## config.mk

```make
export PLATFORM = sky130hd
export DESIGN_NAME = rcdc_front
export DESIGN_NICKNAME = d
export VERILOG_FILES = /design/src/design/rcdc_pkg.sv /design/src/design/rcdc_front.sv
export SDC_FILE = /design/constraint.sdc
export NUM_CORES = 1
export LEC_CHECK = 0
export BUFFER_PORTS_ARGS = -buffer_cell sky130_fd_sc_hd__clkbuf_2
export CORE_MARGIN = 2
export CORE_UTILIZATION = 44
export DETAILED_ROUTE_END_ITERATION = 7
export PLACE_DENSITY = 0.72
export SYNTH_ARGS = -nofsm -noshare
export SYNTH_HDL_FRONTEND = slang
export SYNTH_SLANG_ARGS = --single-unit
```

## constraint.sdc

```tcl
create_clock -name clk -period 1.3 [get_ports clk]
set_input_delay 0.13 -clock clk [delete_from_list [all_inputs] [get_ports clk]]
set_output_delay 0.13 -clock clk [all_outputs]
set_load 0.02 [all_outputs]
```

## src/design/rcdc_pkg.sv

```systemverilog
// ----------------------------------------------------------------------------
// rcdc_pkg
// Shared types and constants of the content-defined chunker.
// ----------------------------------------------------------------------------
`default_nettype none
package rcdc_pkg;
	localparam int WINDOW_SIZE = 32;
	localparam int SLOT_W      = $clog2(WINDOW_SIZE);
	localparam int MUL_STEPS   = 9;
	localparam int STEP_W      = $clog2(MUL_STEPS + 1);
	localparam int DIV_BITS    = 4;
	localparam int DIV_ITERS   = 64 / DIV_BITS;
	localparam int DIV_CNT_W   = $clog2(DIV_ITERS);

	localparam logic [2:0] REG_MULT  = 3'd0;
	localparam logic [2:0] REG_WPOW  = 3'd1;
	localparam logic [2:0] REG_DIV   = 3'd2;
	localparam logic [2:0] REG_MIN   = 3'd3;
	localparam logic [2:0] REG_MAX   = 3'd4;

	typedef struct packed {
		logic [7:0] data;
		logic       eos;
	} item_t;

	typedef struct packed {
		logic [63:0] mult;
		logic [63:0] wpow;
		logic [15:0] divisor;
		logic [15:0] min_len;
		logic [15:0] max_len;
	} cfg_t;

	typedef enum logic [2:0] {
		ST_IDLE,
		ST_MUL,
		ST_SUM,
		ST_MOD,
		ST_FIN
	} state_t;
endpackage
`default_nettype wire

```

## src/design/rcdc_front.sv

```systemverilog
// ----------------------------------------------------------------------------
// rcdc_front
// Input side: two-entry queue of stream bytes in front of the sequencer.
// ----------------------------------------------------------------------------
`default_nettype none
module rcdc_front (
	input  wire                 clk,
	input  wire                 arst_n,
	input  wire                 in_valid,
	output logic                in_stall,
	input  wire  [7:0]          data_byte,
	input  wire                 end_of_stream,
	output logic                q_valid,
	output rcdc_pkg::item_t     q_item,
	input  wire                 q_pop
);
	import rcdc_pkg::*;

	item_t      buf_q [2];
	logic       wr_q;
	logic       rd_q;
	logic [1:0] cnt_q;
	logic       push;

	assign in_stall = (cnt_q == 2'd2);
	assign push     = in_valid && !in_stall;
	assign q_valid  = (cnt_q != 2'd0);
	assign q_item   = buf_q[rd_q];

	always_ff @(posedge clk) begin
		if (push) begin
			buf_q[wr_q] <= '{data: data_byte, eos: end_of_stream};
		end
	end

	always_ff @(posedge clk or negedge arst_n) begin
		if (!arst_n) begin
			wr_q  <= 1'b0;
			rd_q  <= 1'b0;
			cnt_q <= 2'd0;
		end else begin
			if (push) begin
				wr_q <= !wr_q;
			end
			if (q_pop) begin
				rd_q <= !rd_q;
			end
			cnt_q <= cnt_q + {1'b0, push} - {1'b0, q_pop};
		end
	end
endmodule
`default_nettype wire

```

==> metrics.txt, run 1 <==
# TYPE chip_impl_metric gauge
chip_impl_metric{name="place.gp.congestion",unit=""} 0.711
chip_impl_metric{name="timing_worst_slew_pin_value",unit="ns"} 0.186
chip_impl_info{name="setup.worst_path.end_class",value="primary output"} 1
chip_impl_metric{name="critPathArrivalTime",unit="ns"} 1.29
chip_impl_metric{name="synthDistinctLibCells",unit=""} 13
chip_impl_metric{name="worst_clock_skew",unit="ns"} 0.00322
chip_impl_metric{name="synth_seq_cells",unit=""} 22
chip_impl_info{name="rr_endpoint",value="cnt_q[1]"} 1
chip_impl_metric{name="final_area",unit="um2"} 1300
chip_impl_metric{name="initial_utilization",unit="%"} 45.8
chip_impl_metric{name="syn-instance-count",unit=""} 45
chip_impl_metric{name="placed_cells",unit=""} 99
chip_impl_metric{name="grt_start_max_net_pins",unit=""} 13
chip_impl_metric{name="period_minus_slack",unit="ns"} 1.42
chip_impl_metric{name="place_hpwl",unit="um"} 917
chip_impl_info{name="rsz0062_at_grt",value="true"} 1
chip_impl_metric{name="final_antenna_net_count",unit=""} 0
chip_impl_metric{name="yosys.area_share.simple",unit="%"} 2.98
chip_impl_info{name="timing.critical_path.cells",value="buf_6, mux2_4, buf_8"} 1
chip_impl_metric{name="viasPerCell",unit=""} 4.50
chip_impl_metric{name="numClockSinks",unit=""} 22
chip_impl_metric{name="worst_setup_hold_path_clk_slew",unit="ns"} 0.11
chip_impl_metric{name="synthMuxAreaShare",unit="%"} 15.3
chip_impl_metric{name="route.final.wire_length",unit="mm"} 1.33
chip_impl_metric{name="complex_gate_fraction_of_the_synthesized_area",unit="%"} 0
chip_impl_metric{name="total_power",unit="mW"} 2.99
chip_impl_metric{name="first_pass_iters",unit=""} 4
chip_impl_metric{name="worst-endpoint-required",unit="ns"} 1.17
chip_impl_metric{name="clock_latency",unit="ns"} 0.29
chip_impl_metric{name="worst-path-buf-inv",unit=""} 2
chip_impl_metric{name="area_growth_syn_to_layout",unit="%"} 47.9
chip_impl_metric{name="yosys.area_share.adder",unit="%"} 2.84
chip_impl_metric{name="fraction_of_layout_instances_using_a_drive_strength_above_1",unit="%"} 66.3
chip_impl_metric{name="syn_avg_cell_area",unit="um2"} 19.6
chip_impl_info{name="crit_path_start",value="rd_q"} 1
chip_impl_metric{name="floorplan.die_area",unit="um2"} 2380
chip_impl_metric{name="power.ir.vdd_worst",unit="mV"} 1.39
chip_impl_metric{name="fin_crit_sh",unit="%"} 109
chip_impl_metric{name="finalWorstSetupSlack",unit="ns"} -0.122
chip_impl_metric{name="cts-buffers-inserted",unit=""} 3
chip_impl_metric{name="die_w",unit="um"} 48.7
chip_impl_metric{name="post_drt_wl_per_cell",unit="um"} 12.1
chip_impl_info{name="failed_checks",value="negative setup slack"} 1
chip_impl_metric{name="mapped_nets",unit=""} 60
chip_impl_metric{name="cpPeakStageDelay",unit="ns"} 0.43
chip_impl_metric{name="slew_violations",unit=""} 0
chip_impl_metric{name="row_count",unit=""} 16
chip_impl_metric{name="cap_viol_max_count",unit=""} 0
chip_impl_metric{name="fillerInstances",unit=""} 147
chip_impl_metric{name="hold_viol",unit=""} 0
chip_impl_metric{name="finalSetupViolCount",unit=""} 11
chip_impl_info{name="hold_path.class",value="in -> reg"} 1
chip_impl_metric{name="io_buffer_count",unit=""} 23
chip_impl_info{name="critical-path-top-delay-family",value="flip-flops"} 1
chip_impl_info{name="critPathCapture",value="q_item[5]"} 1
chip_impl_metric{name="antenna_found_initial",unit=""} 0
chip_impl_metric{name="detail_route.iter0.violations",unit=""} 2
chip_impl_metric{name="first_global_vias",unit=""} 500
chip_impl_metric{name="detailroute.via_count",unit=""} 495
chip_impl_metric{name="die_y",unit="um"} 48.7
chip_impl_metric{name="total_global_routing_track_utilization",unit="%"} 12.0
chip_impl_info{name="cp_slowest_cell",value="dfrtp_2"} 1
chip_impl_info{name="crit_start_category",value="flip-flop"} 1
chip_impl_metric{name="timing.reg2reg.worst_path_depth",unit=""} 7
chip_impl_metric{name="ctsLongestPathBuffers",unit=""} 2
chip_impl_info{name="status",value="finished, violations left"} 1
chip_impl_metric{name="n_antenna_cell",unit=""} 0
chip_impl_metric{name="rrSetupSlack",unit="ns"} -0.08
chip_impl_metric{name="grt_remaining_overflow",unit=""} 0
chip_impl_metric{name="timing.setup.tns",unit="ns"} -1.15
chip_impl_metric{name="detail_route.drc_violations",unit=""} 0
chip_impl_metric{name="power-per-cell-area",unit="nW/um2"} 2290
chip_impl_info{name="clock_tree_from_tritoncts",value="built"} 1
chip_impl_metric{name="timing.critical_path.fanout_max",unit=""} 5
chip_impl_metric{name="cts_htree_levels",unit=""} 1
chip_impl_metric{name="fmaxAchievable",unit="MHz"} 703
chip_impl_info{name="reg2reg_from",value="cnt_q[1]"} 1
chip_impl_metric{name="grt_first_pass_wirelength",unit="mm"} 2.13
chip_impl_info{name="synth_top_family_by_area",value="multiplexers"} 1
chip_impl_info{name="timing.setup.critical_path_class",value="reg -> out"} 1
chip_impl_metric{name="num_io_pins",unit=""} 24
chip_impl_metric{name="ys.warnings.count",unit=""} 0
chip_impl_metric{name="netlist_area",unit="um2"} 881
chip_impl_metric{name="core_area",unit="um2"} 1920
chip_impl_metric{name="place_area",unit="um2"} 1100
chip_impl_metric{name="path_depth",unit=""} 3
chip_impl_metric{name="synth_seq_area_share",unit="%"} 72.7
chip_impl_metric{name="post_synth_xor_area_fraction",unit="%"} 3.98
chip_impl_metric{name="layoutNonFillerInstCount",unit=""} 110
chip_impl_metric{name="nets",unit=""} 99
chip_impl_metric{name="power_leakage",unit="nW"} 0.552
chip_impl_metric{name="worst_slew_margin_rel",unit="%"} 87.6
chip_impl_info{name="root_buffer",value="clkbuf_4"} 1
[timing repair]
item / CTS / global route
endpoints found under the setup margin: 20 / 20
endpoints found under the hold margin: 4 / 2
pin swaps: 4 / 2
gates resized for setup: 13 / 32
buffers inserted: 3 / 2
hold buffers: 1 / 1
[sequential cells by signal, indices dropped and copies added (netlist names)]
register,cells
cnt_q,2
buf_q,18
rd_q,1
wr_q,1
[how the worst min path moves through the flow]
stage	slack (ns)	depth (start not counted)	end	start
2_1_floorplan	-0.17	0	cnt_q[0]	arst_n
3_3_place_gp	-0.06	1	cnt_q[0]	arst_n
3_5_place_dp	-0.05	1	cnt_q[0]	arst_n
4_1_cts	0.01	1	buf_q[0][4]	data_byte[3]
5_1_grt	0.002	1	buf_q[1][3]	data_byte[2]
6_report	0.02	1	buf_q[0][3]	data_byte[2]
[cell usage after synthesis]
| cell type | number | area share, % |
|---|---|---|
| dfrtp_1 | 4 | 11 |
| xnor2_1 | 3 | 3.0 |
| nand2b_1 | 1 | 0.71 |
| ha_1 | 2 | 2.8 |
| or2_2 | 1 | 0.71 |
| mux2_4 | 9 | 15 |
| and3_1 | 1 | 0.71 |
| nand2_1 | 1 | 0.43 |
| xor2_1 | 1 | 0.99 |
| edfxtp_1 | 18 | 61 |
| buf_6 | 1 | 1.3 |
| nor2_1 | 1 | 0.43 |
| inv_1 | 2 | 0.85 |
[layer usage]
layer  share of wire, %  routed length [um]  track usage, %  up-vias
li1                   -                   -               -      241
met1                 41                 538            13.8      242
met2                 54                 719            21.2       12
met3                5.1                  68            3.40        0
met4                  0                   0            4.29        0
met5                  0                   0               0        -
[through the flow]
step	worst slack, ns	utilization [%]	hold WS (ns)
after floorplan	-0.0877	-	-0.166
after global placement	-0.0391	57.4	-0.0553
after detailed placement	-0.0527	57.4	-0.0549
after CTS	-0.145	62.7	0.0131
after global routing	-0.186	67.8	0.00232
final	-0.122	67.8	0.0225
[layout by cell type (no fill, tap or decap), drive strengths merged, types with 2 or more instances in the layout]
cell          n
buf          21
edfxtp       18
clkbuf       15
mux2          9
dfrtp         4
xnor2         3
ha            2
dlygate4sd3   2
inv           2
[layout make-up]
cell class | count | area, um2 | area share (%)
Clock buffer | 3 | 22.5 | 1.73
Tap cell | 27 | 33.8 | 2.59
Sequential cell | 22 | 642 | 49.3
Multi-Input combinational cell | 20 | 284 | 21.8
Clock inverter | 1 | 3.75 | 0.288
Timing Repair Buffer | 35 | 309 | 23.7
Inverter | 2 | 7.51 | 0.576
[logic make-up (layout without fill, tap and decap cells)]
group / Yosys count / after routing
XOR/XNOR: 4 / 4
buffers and inverters: 3 / 41
multiplexers: 9 / 9
adder cells (fa/ha/maj): 2 / 2
AND/OR/NAND/NOR: 5 / 5
flip-flops: 22 / 22
[power breakdown]
| group | switching [mW] | internal [mW] | leakage (nW) |
|---|---|---|---|
| registers | 0.0979 | 0.984 | 0.213 |
| logic | 0.667 | 0.954 | 0.324 |
| clock network | 0.175 | 0.111 | 0.0154 |
(Power assumes the default switching activity.)
==> run 2: changes to the inputs <==
Settings changed: CORE_UTILIZATION 44 to 50, PLACE_DENSITY 0.72 to 0.77.
Clock period 1.3 ns to 1.8 ns, I/O delays scaled along.
==> run 2 against run 1 <==
The flow now finishes without violations; combinational power fell by 60%; clock skew rose by 0.0049 ns; hold slack improved by 0.038 ns; register-to-register slack improved by 0.36 ns; non-clock buffer count fell by 9; die area fell by 11%; final cell count fell by 17%; global-route usage rose by 1.1 points; critical path depth fell by 1; sequential cell count did not move; sequential share of layout area rose by 11 points; first-iteration DRC count rose to 3.0 times the previous value; largest power group is now registers.
==> metrics.txt, run 2 (synthesis gave the netlist of run 1 again) <==
# TYPE chip_impl_metric gauge
chip_impl_metric{name="rrSetupSlack",unit="ns"} 0.28
chip_impl_metric{name="timing.setup.tns",unit="ns"} 0
chip_impl_metric{name="period_minus_slack",unit="ns"} 1.71
chip_impl_metric{name="power-per-cell-area",unit="nW/um2"} 1600
chip_impl_info{name="largest-register",value="buf_q"} 1
chip_impl_metric{name="final_antenna_net_count",unit=""} 0
chip_impl_metric{name="detail_route.iter0.violations",unit=""} 6
chip_impl_metric{name="relative_contribution_of_sequential_cells_to_total_power",unit="%"} 48.3
chip_impl_metric{name="clock_latency",unit="ns"} 0.30
chip_impl_info{name="final_common_cell",value="clkbuf_2"} 1
chip_impl_info{name="root_buffer",value="clkbuf_4"} 1
chip_impl_info{name="setup.worst_path.end_class",value="primary output"} 1
chip_impl_metric{name="die_w",unit="um"} 46.0
chip_impl_metric{name="largest_register_ffs",unit=""} 18
chip_impl_metric{name="timing.critical_path.fanout_max",unit=""} 10
chip_impl_metric{name="cts-buffers-inserted",unit=""} 3
chip_impl_metric{name="first_global_vias",unit=""} 453
chip_impl_metric{name="intPower",unit="mW"} 1.12
chip_impl_metric{name="timing_worst_slew_pin_value",unit="ns"} 0.590
chip_impl_info{name="clock_tree_from_tritoncts",value="built"} 1
chip_impl_metric{name="die_y",unit="um"} 46.0
chip_impl_metric{name="detailroute.via_count",unit=""} 469
chip_impl_metric{name="total_power",unit="mW"} 1.69
chip_impl_metric{name="slew_violations",unit=""} 0
chip_impl_metric{name="io_buffer_count",unit=""} 23
chip_impl_metric{name="grt_start_max_net_pins",unit=""} 13
chip_impl_metric{name="holdPathStages",unit=""} 1
chip_impl_metric{name="post-cts-setup-buffers",unit=""} 0
chip_impl_info{name="holdCritStartpoint",value="data_byte[2]"} 1
chip_impl_metric{name="total_global_routing_track_utilization",unit="%"} 13.1
chip_impl_metric{name="layoutNonFillerInstCount",unit=""} 91
chip_impl_metric{name="final_area",unit="um2"} 1060
chip_impl_metric{name="area_growth_syn_to_layout",unit="%"} 20.0
chip_impl_metric{name="critPathArrivalTime",unit="ns"} 1.53
chip_impl_metric{name="first_pass_iters",unit=""} 2
chip_impl_metric{name="post_drt_wl_per_cell",unit="um"} 13.6
chip_impl_metric{name="cts_htree_levels",unit=""} 1
chip_impl_metric{name="worst_slew_margin_rel",unit="%"} 60.7
chip_impl_info{name="crit_start_category",value="flip-flop"} 1
chip_impl_metric{name="power.switching",unit="uW"} 566
chip_impl_metric{name="hold_viol",unit=""} 0
chip_impl_info{name="reg2reg_from",value="cnt_q[1]"} 1
chip_impl_info{name="status",value="completed"} 1
chip_impl_metric{name="fin_hold_ws",unit="ns"} 0.0601
chip_impl_metric{name="power.ir.vdd_worst",unit="mV"} 0.920
chip_impl_metric{name="fraction_of_layout_instances_using_a_drive_strength_above_1",unit="%"} 51.4
chip_impl_metric{name="fin_crit_sh",unit="%"} 94.9
chip_impl_metric{name="combinationalPowerShare",unit="%"} 38.7
chip_impl_metric{name="grt_remaining_overflow",unit=""} 0
chip_impl_metric{name="final_util",unit="%"} 62.6
chip_impl_info{name="rr_endpoint",value="cnt_q[1]"} 1
chip_impl_metric{name="power_leakage",unit="nW"} 0.467
chip_impl_metric{name="swShare",unit="%"} 33.5
chip_impl_metric{name="place_hpwl",unit="um"} 925
chip_impl_info{name="reg_top3",value="buf_q: 18 flops, cnt_q: 2 flops"} 1
chip_impl_metric{name="cap_viol_max_count",unit=""} 0
chip_impl_info{name="timing.setup.critical_path_class",value="reg -> out"} 1
chip_impl_metric{name="viasPerCell",unit=""} 5.15
chip_impl_info{name="rsz0062_at_grt",value="false"} 1
chip_impl_metric{name="fmaxAchievable",unit="MHz"} 586
chip_impl_metric{name="detail_route.drc_violations",unit=""} 0
chip_impl_metric{name="core_area",unit="um2"} 1690
chip_impl_metric{name="worst_setup_hold_path_clk_slew",unit="ns"} 0.11
chip_impl_metric{name="n_antenna_cell",unit=""} 0
chip_impl_metric{name="place_ws",unit="ns"} 0.293
chip_impl_metric{name="route.final.wire_length",unit="mm"} 1.24
chip_impl_metric{name="initial_utilization",unit="%"} 52.1
chip_impl_metric{name="clkPwrFrac",unit="%"} 13.0
chip_impl_metric{name="place.gp.congestion",unit=""} 0.723
chip_impl_metric{name="finalWorstSetupSlack",unit="ns"} 0.0927
chip_impl_metric{name="placed_cells",unit=""} 86
chip_impl_metric{name="floorplan.die_area",unit="um2"} 2110
chip_impl_info{name="hold_path.class",value="in -> reg"} 1
chip_impl_info{name="mostFrequentLayoutCells",value="clkbuf_2, edfxtp_1, mux2_4, dfrtp_1"} 1
chip_impl_metric{name="nets",unit=""} 90
chip_impl_metric{name="finalSetupViolCount",unit=""} 0
chip_impl_metric{name="antenna_found_initial",unit=""} 0
chip_impl_metric{name="worst_clock_skew",unit="ns"} 0.00817
chip_impl_metric{name="ctsLongestPathBuffers",unit=""} 2
chip_impl_metric{name="num_io_pins",unit=""} 24
chip_impl_metric{name="row_count",unit=""} 15
chip_impl_metric{name="grt_first_pass_wirelength",unit="mm"} 1.77
chip_impl_metric{name="place_area",unit="um2"} 1020
chip_impl_info{name="hold_end",value="buf_q[1][3]"} 1
chip_impl_metric{name="numClockSinks",unit=""} 22
chip_impl_metric{name="worst-endpoint-required",unit="ns"} 1.62
chip_impl_metric{name="timing.reg2reg.worst_path_depth",unit=""} 7
==> run 2: cell count changes in the layout (fill, tap and decap cells not counted), sizes merged <==
cell / previous run / this run
dlygate4sd3: 2 / 1
clkinv: 1 / 0
clkbuf: 15 / 27
buf: 21 / 2
==> run 2: cell type report <==
type	count	area (um2)
Tap cell	17	21.3
Inverter	2	7.51
Multi-Input combinational cell	20	221
Sequential cell	22	641
Clock buffer	4	26.3
Fill cell	139	632
Timing Repair Buffer	26	140
==> run 2: worst max path at each step <==
stage	slack [ns]	cells after the start	from	endpoint
6_report	0.09	2	rd_q	q_item[2]
5_1_grt	0.03	2	rd_q	q_item[7]
4_1_cts	0.06	2	rd_q	q_item[4]
3_5_place_dp	0.29	7	cnt_q[1]	cnt_q[1]
3_3_place_gp	0.36	7	cnt_q[1]	cnt_q[1]
2_1_floorplan	0.39	7	cnt_q[1]	cnt_q[1]
==> run 2: what timing repair did <==
| item | in CTS | in global routing |
|---|---|---|
| hold buffers | 1 | 0 |
| hold endpoints to repair | 4 | 0 |
| resized for setup | 0 | 0 |
==> run 2: layer usage <==
metal,track usage [%],part of all wire (%),vias to the layer above
met5,0,0,-
met4,12.0,2.9,0
met3,3.17,7.1,4
met2,21.9,53,17
met1,13.1,37,225
li1,-,-,223
==> run 2: worst max-delay path, cell delays in order, from the launching register on <==
cell and delay, ns:
dfrtp_1 0.73, mux2_4 0.35, clkbuf_2 0.15
==> run 2: power by group through the flow <==
stage / Clock (mW) / Combinational (mW) / Sequential, mW
global route: 0.245 / 0.709 / 0.832
global placement: 0 / 0.649 / 0.822
CTS: 0.230 / 0.665 / 0.821
detailed placement: 0 / 0.664 / 0.832
finish: 0.220 / 0.654 / 0.817
floorplan: 0 / 0.552 / 0.760
==> run 3: changes to the inputs <==
Settings changed: GPL_ROUTABILITY_DRIVEN set to 0, RECOVER_POWER set to 25.
==> run 3 against run 2 <==
Wire length shrank 0.16%; critical endpoint unchanged; combinational power is essentially flat; sequential power is essentially flat; worst setup slack is essentially flat; non-clock buffer count is the same; final cell count is the same; clock skew is essentially flat; sequential cell count is the same.
==> metrics.txt, run 3 (synthesis gave the netlist of run 1 again) <==
# TYPE chip_impl_metric gauge
chip_impl_metric{name="finalSetupViolCount",unit=""} 0
chip_impl_metric{name="final_antenna_net_count",unit=""} 0
chip_impl_metric{name="worst_slew_margin_rel",unit="%"} 60.7
chip_impl_metric{name="timing.critical_path.fanout_max",unit=""} 10
chip_impl_metric{name="cts_htree_levels",unit=""} 1
chip_impl_metric{name="wl_met3",unit="um"} 87
chip_impl_metric{name="fmaxAchievable",unit="MHz"} 586
chip_impl_metric{name="ctsLongestPathBuffers",unit=""} 2
chip_impl_metric{name="timing.setup.tns",unit="ns"} 0
chip_impl_metric{name="initial_utilization",unit="%"} 52.1
chip_impl_metric{name="viasPerCell",unit=""} 5.15
chip_impl_info{name="clock_tree_from_tritoncts",value="built"} 1
chip_impl_metric{name="numClockSinks",unit=""} 22
chip_impl_metric{name="hold_viol",unit=""} 0
chip_impl_info{name="timing.critical_path.cells",value="mux2_4, clkbuf_2"} 1
chip_impl_metric{name="fin_hold_ws",unit="ns"} 0.0607
chip_impl_info{name="cp_slowest_cell",value="dfrtp_1"} 1
chip_impl_metric{name="detail_route.drc_violations",unit=""} 0
chip_impl_metric{name="power-per-cell-area",unit="nW/um2"} 1610
chip_impl_metric{name="route.final.wire_length",unit="mm"} 1.24
chip_impl_metric{name="total_global_routing_track_utilization",unit="%"} 13.1
chip_impl_metric{name="area_growth_syn_to_layout",unit="%"} 19.5
chip_impl_metric{name="period_minus_slack",unit="ns"} 1.71
chip_impl_metric{name="critPathArrivalTime",unit="ns"} 1.53
chip_impl_metric{name="post-cts-setup-buffers",unit=""} 0
chip_impl_metric{name="fillerInstances",unit=""} 140
chip_impl_metric{name="floorplan.die_area",unit="um2"} 2110
chip_impl_metric{name="timing.reg2reg.worst_path_depth",unit=""} 7
chip_impl_metric{name="slew_violations",unit=""} 0
chip_impl_metric{name="grt_start_max_net_pins",unit=""} 13
chip_impl_metric{name="metal1_wirelength",unit="um"} 450
chip_impl_info{name="maxUsedRoutingLayer",value="met4"} 1
chip_impl_info{name="hold_end",value="buf_q[1][3]"} 1
chip_impl_metric{name="clkPwrFrac",unit="%"} 13.0
chip_impl_metric{name="final_util",unit="%"} 62.3
chip_impl_metric{name="layoutNonFillerInstCount",unit=""} 91
chip_impl_metric{name="worst_clock_skew",unit="ns"} 0.00807
chip_impl_metric{name="io_buffer_count",unit=""} 23
chip_impl_metric{name="intPower",unit="mW"} 1.12
chip_impl_metric{name="n_antenna_cell",unit=""} 0
chip_impl_metric{name="grt_remaining_overflow",unit=""} 0
chip_impl_info{name="mostFrequentLayoutCells",value="clkbuf_2, edfxtp_1, mux2_4, clkbuf_1, dfrtp_1"} 1
chip_impl_metric{name="worst-path-buf-inv",unit=""} 1
chip_impl_metric{name="row_count",unit=""} 15
chip_impl_metric{name="grt_first_pass_wirelength",unit="mm"} 1.77
chip_impl_metric{name="combinationalPowerShare",unit="%"} 38.6
chip_impl_metric{name="antenna_found_initial",unit=""} 0
chip_impl_metric{name="detail_route.iter0.violations",unit=""} 6
chip_impl_info{name="root_buffer",value="clkbuf_4"} 1
chip_impl_info{name="rr_endpoint",value="cnt_q[1]"} 1
chip_impl_metric{name="rrSetupSlack",unit="ns"} 0.28
chip_impl_info{name="largest-register",value="buf_q"} 1
chip_impl_metric{name="worst-endpoint-required",unit="ns"} 1.62
chip_impl_info{name="timing.setup.critical_path_class",value="reg -> out"} 1
chip_impl_metric{name="post_drt_wl_per_cell",unit="um"} 13.6
chip_impl_metric{name="nets",unit=""} 90
chip_impl_metric{name="core_area",unit="um2"} 1690
chip_impl_metric{name="first_pass_iters",unit=""} 2
chip_impl_metric{name="holdPathStages",unit=""} 1
chip_impl_metric{name="power.ir.vdd_worst",unit="mV"} 0.919
chip_impl_info{name="reg2reg_from",value="cnt_q[1]"} 1
chip_impl_info{name="holdCritStartpoint",value="data_byte[2]"} 1
chip_impl_metric{name="total_power",unit="mW"} 1.69
chip_impl_metric{name="die_w",unit="um"} 46.0
chip_impl_info{name="status",value="completed"} 1
chip_impl_metric{name="power_leakage",unit="nW"} 0.455
chip_impl_metric{name="first_global_vias",unit=""} 453
chip_impl_info{name="final_common_cell",value="clkbuf_2"} 1
chip_impl_info{name="critical-path-top-delay-family",value="flip-flops"} 1
chip_impl_metric{name="placed_cells",unit=""} 86
chip_impl_metric{name="met2_wirelength",unit="um"} 660
chip_impl_metric{name="cpPeakStageDelay",unit="ns"} 0.73
chip_impl_metric{name="timing_worst_slew_pin_value",unit="ns"} 0.590
chip_impl_metric{name="die_y",unit="um"} 46.0
chip_impl_metric{name="place_hpwl",unit="um"} 925
chip_impl_metric{name="num_io_pins",unit=""} 24
chip_impl_metric{name="largest_register_ffs",unit=""} 18
chip_impl_info{name="rsz0062_at_grt",value="false"} 1
chip_impl_metric{name="power.switching",unit="uW"} 566
chip_impl_metric{name="cap_viol_max_count",unit=""} 0
chip_impl_metric{name="relative_contribution_of_sequential_cells_to_total_power",unit="%"} 48.4
chip_impl_info{name="setup.worst_path.end_class",value="primary output"} 1
chip_impl_metric{name="clock_latency",unit="ns"} 0.30
chip_impl_metric{name="fraction_of_layout_instances_using_a_drive_strength_above_1",unit="%"} 45.9
chip_impl_metric{name="fin_crit_sh",unit="%"} 94.9
chip_impl_info{name="crit_start_category",value="flip-flop"} 1
chip_impl_metric{name="cts-buffers-inserted",unit=""} 3
chip_impl_metric{name="detailroute.via_count",unit=""} 469
chip_impl_info{name="reg_top3",value="buf_q: 18 flops, cnt_q: 2 flops"} 1
chip_impl_info{name="hold_path.class",value="in -> reg"} 1
chip_impl_metric{name="swShare",unit="%"} 33.5
chip_impl_metric{name="worst_setup_hold_path_clk_slew",unit="ns"} 0.11
==> run 3: worst register-to-register path: cells and delay by family, from the launching register on <==
family,cells,cell delay (ns)
xor gates and xnor gates,2,0.32
DFF,1,0.42
buffers and inverters,1,0.04
and+or+nand+nor,2,0.23
adders and majority gates,2,0.45
==> run 3: power groups by stage <==
| stage | sequential [mW] | combinational [mW] | clock, mW |
|---|---|---|---|
| after floorplan | 0.760 | 0.552 | 0 |
| after global placement | 0.822 | 0.649 | 0 |
| after detailed placement | 0.832 | 0.664 | 0 |
| after CTS | 0.821 | 0.665 | 0.230 |
| after global routing | 0.832 | 0.708 | 0.245 |
| final | 0.817 | 0.652 | 0.220 |
==> run 3: worst max-delay path by stage <==
stage / slack (ns) / end / cells after the start / start
global placement: 0.36 / cnt_q[1] / 7 / cnt_q[1]
detailed placement: 0.29 / cnt_q[1] / 7 / cnt_q[1]
global route: 0.03 / q_item[7] / 2 / rd_q
CTS: 0.06 / q_item[4] / 2 / rd_q
floorplan: 0.39 / cnt_q[1] / 7 / cnt_q[1]
finish: 0.09 / q_item[2] / 2 / rd_q
==> run 3: per-layer routing <==
| metal | up-vias | global-route usage [%] |
|---|---|---|
| met4 | 0 | 12.0 |
| met5 | - | 0 |
| li1 | 223 | - |
| met2 | 17 | 21.9 |
| met1 | 225 | 13.1 |
| met3 | 4 | 3.17 |
==> run 3: final cells by class <==
type	count	area, um2	share of cell area, %
Clock buffer	4	26.3	2.50
Inverter	2	7.51	0.713
Multi-Input combinational cell	20	221	21.0
Tap cell	17	21.3	2.02
Sequential cell	22	641	60.9
Timing Repair Buffer	26	135	12.8
==> run 3: what timing repair did <==
| action | in CTS | in global routing |
|---|---|---|
| hold endpoints to repair | 4 | 0 |
| gates resized for setup | 0 | 0 |
| hold buffers | 1 | 0 |
==> run 3: metrics by stage <==
stage	area [um2]	worst slack (ns)
floorplan	881	0.390
global placement	1020	0.357
detailed placement	1020	0.293
CTS	1060	0.0608
global route	1050	0.0282
finish	1050	0.0927
